===== config.mk =====
export PLATFORM = sky130hd
export DESIGN_NAME = websocket_frame_header_parser
export DESIGN_NICKNAME = d
export VERILOG_FILES = /design/src/sv/wsfp_pkg.sv /design/src/sv/websocket_frame_header_parser.sv /design/src/sv/wsfp_in_stage.sv /design/src/sv/wsfp_core.sv /design/src/sv/wsfp_out_stage.sv
export SDC_FILE = /design/constraint.sdc
export NUM_CORES = 1
export LEC_CHECK = 0
export BUFFER_PORTS_ARGS = -buffer_cell sky130_fd_sc_hd__buf_2
export CAP_MARGIN = 40
export CORE_ASPECT_RATIO = 0.75
export CORE_MARGIN = 5
export CORE_UTILIZATION = 56
export DETAILED_ROUTE_END_ITERATION = 16
export PLACE_DENSITY = 0.76
export SETUP_SLACK_MARGIN = 0.1
export SLEW_MARGIN = 20
export SYNTH_ARGS = -nofsm -noshare
export SYNTH_HDL_FRONTEND = slang
export SYNTH_HIERARCHICAL = 1
export SYNTH_SLANG_ARGS = --single-unit

===== constraint.sdc =====
create_clock -name clk -period 12.67 [get_ports clk]
set_input_delay 2.534 -clock clk [delete_from_list [all_inputs] [get_ports clk]]
set_output_delay 2.534 -clock clk [all_outputs]
set_load 0.02 [all_outputs]

===== src/sv/wsfp_pkg.sv =====
// ----------------------------------------------------------------------------
// wsfp_pkg
// Phase codes, header constants and the result record of the frame parser.
// ----------------------------------------------------------------------------
package wsfp_pkg;

  typedef enum logic [4:0] {
    PH_FIRST   = 5'b00001,
    PH_SECOND  = 5'b00010,
    PH_EXT     = 5'b00100,
    PH_MASK    = 5'b01000,
    PH_PAYLOAD = 5'b10000
  } phase_t;

  localparam logic [6:0] LEN_EXT16   = 7'd126;
  localparam logic [6:0] LEN_EXT64   = 7'd127;
  localparam logic [3:0] OPCODE_TEXT = 4'd1;
  localparam logic [2:0] EXT16_LEFT  = 3'd1;
  localparam logic [2:0] EXT64_LEFT  = 3'd7;
  localparam logic [1:0] KEY_LEFT    = 2'd3;

  typedef struct packed {
    logic        is_payload;
    logic [7:0]  payload_byte;
    logic        header_done;
    logic        frame_last;
    logic        fin_flag;
    logic [3:0]  frame_opcode;
    logic        masked;
    logic [63:0] payload_length;
    logic [31:0] masking_key;
  } res_t;

  typedef struct packed {
    logic valid;
    logic advance;
  } flow_t;

endpackage


===== src/sv/websocket_frame_header_parser.sv =====
// ----------------------------------------------------------------------------
// websocket_frame_header_parser
// Byte-wide WebSocket frame deframer: header decode and payload byte marking.
//
//   channel  | direction | handshake                   | payload
//   data     | in        | data_valid / data_stall     | data_byte
//   result   | out       | result_valid / result_stall | is_payload .. masking_key
//
// One byte per clock sustained while result_stall is low; an input byte passes
// through the input register and then the result register to reach the result.
// rst is synchronous: decode returns to the first header byte, opcode text.
// A stalled result holds; the input register still takes one more byte, and
// data_stall rises only while both registers are full and result_stall is high.
// ----------------------------------------------------------------------------
module websocket_frame_header_parser (
  input  logic        clk,
  input  logic        rst,
  input  logic        data_valid,
  output logic        data_stall,
  input  logic [7:0]  data_byte,
  output logic        result_valid,
  input  logic        result_stall,
  output logic        is_payload,
  output logic [7:0]  payload_byte,
  output logic        header_done,
  output logic        frame_last,
  output logic        fin_flag,
  output logic [3:0]  frame_opcode,
  output logic        masked,
  output logic [63:0] payload_length,
  output logic [31:0] masking_key
);

  wsfp_pkg::flow_t flow;
  wsfp_pkg::res_t  res;
  wsfp_pkg::res_t  res_q;
  logic [7:0]      byte_q;
  logic            advance;

  wsfp_in_stage u_in (
    .clk        (clk),
    .rst        (rst),
    .data_valid (data_valid),
    .data_stall (data_stall),
    .data_byte  (data_byte),
    .advance    (advance),
    .flow       (flow),
    .byte_q     (byte_q)
  );

  wsfp_core u_core (
    .clk    (clk),
    .rst    (rst),
    .flow   (flow),
    .byte_q (byte_q),
    .res    (res)
  );

  wsfp_out_stage u_out (
    .clk          (clk),
    .rst          (rst),
    .in_valid     (flow.valid),
    .res          (res),
    .advance      (advance),
    .result_valid (result_valid),
    .result_stall (result_stall),
    .res_q        (res_q)
  );

  assign is_payload     = res_q.is_payload;
  assign payload_byte   = res_q.payload_byte;
  assign header_done    = res_q.header_done;
  assign frame_last     = res_q.frame_last;
  assign fin_flag       = res_q.fin_flag;
  assign frame_opcode   = res_q.frame_opcode;
  assign masked         = res_q.masked;
  assign payload_length = res_q.payload_length;
  assign masking_key    = res_q.masking_key;

endmodule


===== src/sv/wsfp_in_stage.sv =====
// ----------------------------------------------------------------------------
// wsfp_in_stage
// Input register: capture one byte per transaction and hold it until used.
// ----------------------------------------------------------------------------
module wsfp_in_stage (
  input  logic                clk,
  input  logic                rst,
  input  logic                data_valid,
  output logic                data_stall,
  input  logic [7:0]          data_byte,
  input  logic                advance,
  output wsfp_pkg::flow_t     flow,
  output logic [7:0]          byte_q
);

  logic valid_q;
  logic load;

  assign data_stall   = valid_q && !advance;
  assign load         = data_valid && !data_stall;
  assign flow.valid   = valid_q;
  assign flow.advance = advance;

  always_ff @(posedge clk) begin
    if (rst) begin
      valid_q <= 1'b0;
    end else if (load) begin
      valid_q <= 1'b1;
    end else if (advance) begin
      valid_q <= 1'b0;
    end
  end

  always_ff @(posedge clk) begin
    if (load) begin
      byte_q <= data_byte;
    end
  end

endmodule


===== src/sv/wsfp_core.sv =====
// ----------------------------------------------------------------------------
// wsfp_core
// Header decode state: phase, length, mask key and payload byte countdown.
// ----------------------------------------------------------------------------
module wsfp_core (
  input  logic                clk,
  input  logic                rst,
  input  wsfp_pkg::flow_t     flow,
  input  logic [7:0]          byte_q,
  output wsfp_pkg::res_t      res
);

  wsfp_pkg::phase_t phase, phase_next;
  logic [2:0]  ext_left, ext_left_next;
  logic [1:0]  key_left, key_left_next;
  logic        fin, fin_next;
  logic [3:0]  opcode, opcode_next;
  logic        mask_flag, mask_flag_next;
  logic [63:0] length, length_next;
  logic [31:0] key, key_next;
  logic [63:0] bytes_left, bytes_left_next;
  logic        len_known;
  logic        hdr_end;
  logic        is_pl;
  logic        hdone;
  logic        last;
  logic        fire;

  assign fire = flow.valid && flow.advance;

  always_comb begin
    phase_next      = phase;
    ext_left_next   = ext_left;
    key_left_next   = key_left;
    fin_next        = fin;
    opcode_next     = opcode;
    mask_flag_next  = mask_flag;
    length_next     = length;
    key_next        = key;
    bytes_left_next = bytes_left;
    len_known       = 1'b0;
    hdr_end         = 1'b0;
    is_pl           = 1'b0;
    hdone           = 1'b0;
    last            = 1'b0;

    unique case (phase)
      wsfp_pkg::PH_SECOND: begin
        mask_flag_next = byte_q[7];
        key_next       = 32'd0;
        if (byte_q[6:0] == wsfp_pkg::LEN_EXT16) begin
          length_next   = 64'd0;
          ext_left_next = wsfp_pkg::EXT16_LEFT;
          phase_next    = wsfp_pkg::PH_EXT;
        end else if (byte_q[6:0] == wsfp_pkg::LEN_EXT64) begin
          length_next   = 64'd0;
          ext_left_next = wsfp_pkg::EXT64_LEFT;
          phase_next    = wsfp_pkg::PH_EXT;
        end else begin
          length_next = {57'd0, byte_q[6:0]};
          len_known   = 1'b1;
        end
      end
      wsfp_pkg::PH_EXT: begin
        length_next = {length[55:0], byte_q};
        if (ext_left == 3'd0) begin
          len_known = 1'b1;
        end else begin
          ext_left_next = ext_left - 3'd1;
        end
      end
      wsfp_pkg::PH_MASK: begin
        key_next = {key[23:0], byte_q};
        if (key_left == 2'd0) begin
          hdone   = 1'b1;
          hdr_end = 1'b1;
        end else begin
          key_left_next = key_left - 2'd1;
        end
      end
      wsfp_pkg::PH_PAYLOAD: begin
        is_pl           = 1'b1;
        bytes_left_next = bytes_left - 64'd1;
        if (bytes_left == 64'd1) begin
          last       = 1'b1;
          phase_next = wsfp_pkg::PH_FIRST;
        end
      end
      default: begin
        fin_next       = byte_q[7];
        opcode_next    = byte_q[3:0];
        mask_flag_next = 1'b0;
        length_next    = 64'd0;
        key_next       = 32'd0;
        phase_next     = wsfp_pkg::PH_SECOND;
      end
    endcase

    if (len_known) begin
      if (mask_flag_next) begin
        key_left_next = wsfp_pkg::KEY_LEFT;
        phase_next    = wsfp_pkg::PH_MASK;
      end else begin
        hdone   = 1'b1;
        hdr_end = 1'b1;
      end
    end

    if (hdr_end) begin
      bytes_left_next = length_next;
      if (length_next == 64'd0) begin
        last       = 1'b1;
        phase_next = wsfp_pkg::PH_FIRST;
      end else begin
        phase_next = wsfp_pkg::PH_PAYLOAD;
      end
    end
  end

  always_ff @(posedge clk) begin
    if (rst) begin
      phase      <= wsfp_pkg::PH_FIRST;
      ext_left   <= 3'd0;
      key_left   <= 2'd0;
      fin        <= 1'b0;
      opcode     <= wsfp_pkg::OPCODE_TEXT;
      mask_flag  <= 1'b0;
      length     <= 64'd0;
      key        <= 32'd0;
      bytes_left <= 64'd0;
    end else if (fire) begin
      phase      <= phase_next;
      ext_left   <= ext_left_next;
      key_left   <= key_left_next;
      fin        <= fin_next;
      opcode     <= opcode_next;
      mask_flag  <= mask_flag_next;
      length     <= length_next;
      key        <= key_next;
      bytes_left <= bytes_left_next;
    end
  end

  always_comb begin
    res.is_payload     = is_pl;
    res.payload_byte   = is_pl ? byte_q : 8'd0;
    res.header_done    = hdone;
    res.frame_last     = last;
    res.fin_flag       = fin_next;
    res.frame_opcode   = opcode_next;
    res.masked         = mask_flag_next;
    res.payload_length = length_next;
    res.masking_key    = key_next;
  end

endmodule


===== src/sv/wsfp_out_stage.sv =====
// ----------------------------------------------------------------------------
// wsfp_out_stage
// Result register: hold one result transaction until the consumer takes it.
// ----------------------------------------------------------------------------
module wsfp_out_stage (
  input  logic                clk,
  input  logic                rst,
  input  logic                in_valid,
  input  wsfp_pkg::res_t      res,
  output logic                advance,
  output logic                result_valid,
  input  logic                result_stall,
  output wsfp_pkg::res_t      res_q
);

  logic valid_q;

  assign advance      = in_valid && (!valid_q || !result_stall);
  assign result_valid = valid_q;

  always_ff @(posedge clk) begin
    if (rst) begin
      valid_q <= 1'b0;
    end else if (advance) begin
      valid_q <= 1'b1;
    end else if (!result_stall) begin
      valid_q <= 1'b0;
    end
  end

  always_ff @(posedge clk) begin
    if (advance) begin
      res_q <= res;
    end
  end

endmodule


==> impl_metrics.env <==
export IMPL_status="complete, no violations"
export IMPL_vias=11431
export IMPL_finalWirelength_um=36900
export IMPL_synth_area_leaders="edfxtp_1 28%, dfxtp_1 27%, nor2_1 6.8%"
export IMPL_drive_above_1_share_pct=14.4
export IMPL_arrival_ns=3.04
export IMPL_chipHeight_um=143
export IMPL_post_drt_wl_per_cell_um=20.7
export IMPL_synth_top_cells_by_count="237 x nor2_1, 178 x dfxtp_1, 121 x edfxtp_1"
export IMPL_area_growth_pct=13.5
export IMPL_power_frac_seq_pct=52.7
export IMPL_first_global_vias=10304
export IMPL_p_leak_nw=5.90
export IMPL_fin_area_um2=14900
export IMPL_gp_congestion=0.898
export IMPL_nFillCells=1869
export IMPL_hold_class="flop to flop"
export IMPL_nets=1475
export IMPL_num_rows=48
export IMPL_core_um2=23100
export IMPL_setup_violations_final=0
export IMPL_p_switching_mw=0.482
export IMPL_dp_cells=1727
export IMPL_synth_nets=1406
export IMPL_yosysMostFrequentCell="nor2_1"
export IMPL_setup_tns_ns=0
export IMPL_setup_ws_ns=7.09
export IMPL_syn_cell_area_um2=13100
export IMPL_min_period_over_period_pct=44.0
export IMPL_synth_ff_type="dfxtp_1"
export IMPL_path_clk_slew_ns=0.06
export IMPL_grt_ovfl_total=0
export IMPL_wl_met2_um=16200
export IMPL_synth_edff_count=121
export IMPL_die_area_um2=26600
export IMPL_ys_seq_area_share_pct=54.9
export IMPL_portBuffers=126
export IMPL_dp_slack_ns=6.65
export IMPL_comb_power_share_pct=7.0
export IMPL_grt_max_degree=89
export IMPL_drtPass1Iterations=6
export IMPL_vias_per_cell=6.42
export IMPL_finClkSkew_ns=0.0130
export IMPL_maxSlewViolCount=0
export IMPL_yosys_warnings=6
export IMPL_clkSinkCount=299
export IMPL_root_buffer="clkbuf_16"
export IMPL_final_cells=1781
export IMPL_initial_core_util_pct=56.9
export IMPL_cp_required_ns=10.14
export IMPL_start_kind="input port"
export IMPL_grtUsageTotal_pct=26.5
export IMPL_io_pins=127
export IMPL_grt_pass1_wl_um=57800
export IMPL_cts_setup_buffers=0
export IMPL_ctsResizeCount=0
export IMPL_crit_type="input port to primary output"
export IMPL_fp_dieW_um=187
export IMPL_remaining_drc_errors=0
export IMPL_peakVddDrop_v=0.000105
export IMPL_max_slew_margin_rel_pct=41.0
export IMPL_diodes=0
export IMPL_synth_largest_area_cell="edfxtp_1"
export IMPL_switching_share_pct=23.9
export IMPL_cts_buffers=29
export IMPL_rsz0062_at_grt="false"
export IMPL_insertion_delay_ns=0.54
export IMPL_fin_util_pct=64.5
export IMPL_whs_ns=0.478
export IMPL_wl_met1_um=16000
export IMPL_drt_initial_drc_count=1647
export IMPL_p_int_mw=1.54
export IMPL_place_area_um2=14000
export IMPL_ys_types=62
export IMPL_maxUsedRoutingLayer="met4"
export IMPL_wl_met3_um=4100
export IMPL_syn_inst=1390
export IMPL_tightest_slew_ns=0.878
export IMPL_hpwlAfterDp_um=24300
export IMPL_syn_area_per_cell_um2=9.44
export IMPL_ctsHtreeMaxLevel=1
export IMPL_cts_tree="yes"
export IMPL_ys_async_sr_fraction_pct=0
export IMPL_power_density_nw_per_um2=136
export IMPL_antenna_found_initial=0
export IMPL_clock_path_buffers=3
export IMPL_maxCapViolations=0
export IMPL_cts_hold_fix_buffers=0
export IMPL_ys_ff_latch=299
export IMPL_fmax_mhz=179
export IMPL_ant_nets=0
export IMPL_power_total_mw=2.02
export IMPL_clkPwrFrac_pct=40.3
export IMPL_hold_viol_final=0
export IMPL_cp_end_kind="primary output"
export IMPL_cp_max_fo=3
export IMPL_yosysTopAreaCellShare_pct=27.7
export IMPL_fin_crit_ns=5.58
==> registers in the layout (all words and copies together) (netlist names), 2 cells and up <==
signal	count
u_out/res_q	113
u_core/bytes_left	64
u_core/length	64
u_core/key	32
u_in/byte_q	8
u_core/phase	5
u_core/opcode	4
u_core/ext_left	3
u_core/key_left	2
==> layout by cell type (no fill, tap or decap), types with 8 or more instances in the layout <==
cell type and count:
nand2_1 66, a22o_1 77, a22oi_1 26, nand4_1 14, nand3_1 25, dfxtp_1 178, clkbuf_1 11, o211ai_1 13
buf_4 14, nor3_1 106, edfxtp_1 121, buf_2 126, clkbuf_16 29, nor2_1 234, or3_1 9, inv_1 53
a211oi_1 35, a32o_1 8, o32ai_1 15, o21ai_0 67, a21oi_1 79, nor4_1 36, or4_1 12, and2_1 15
==> worst max-delay path: stages <==
cell      delay, ns
buf_2          0.12
a21boi_4       0.17
nor2b_4        0.06
buf_2          0.15
==> cell type report <==
cell class | count | area [um2] | area share, %
Inverter | 54 | 203 | 1.36
Sequential cell | 299 | 7200 | 48.3
Timing Repair Buffer | 146 | 878 | 5.90
Clock inverter | 11 | 83.8 | 0.563
Clock buffer | 42 | 795 | 5.34
Multi-Input combinational cell | 929 | 5350 | 36.0
Tap cell | 300 | 375 | 2.52
==> per-layer routing <==
metal	track usage [%]	vias to the layer above
met4	5.91	0
met5	0	-
met2	39.5	647
met1	40.3	5474
met3	5.22	58
li1	-	5252
==> power by group through the flow <==
stage | Combinational, mW | Clock [mW] | Sequential (mW)
after floorplan | 0.0725 | 0 | 1.10
after global placement | 0.131 | 0 | 1.08
after detailed placement | 0.138 | 0 | 1.08
after CTS | 0.139 | 0.821 | 1.06
after global routing | 0.152 | 0.870 | 1.07
final | 0.140 | 0.814 | 1.07
==> final timing paths <==
path                                  startpoint               endpoint  slack [ns]  cells past startpoint
worst max-delay path                result_stall             data_stall        7.09                      4
worst min-delay path            u_core/opcode[0]       u_core/opcode[0]        0.48                      2
worst max register to register   u_core/phase[3]  u_core/bytes_left[23]        8.65                      9
worst min register to register  u_core/opcode[0]       u_core/opcode[0]        0.48                      2
==> logic make-up (layout without fill, tap and decap cells) <==
family | Yosys count | after routing | share of synthesized area, %
AND/OR/NAND/NOR | 551 | 551 | 19.9
multiplexers | 7 | 7 | 0.591
buffers and inverters | 162 | 253 | 4.87
XOR/XNOR | 1 | 1 | 0.0668
adder cells (fa/ha/maj) | 4 | 4 | 0.382
flip-flops | 299 | 299 | 54.9
AO/OA/AOI/OAI | 366 | 366 | 19.3
(Power assumes the default switching activity.)
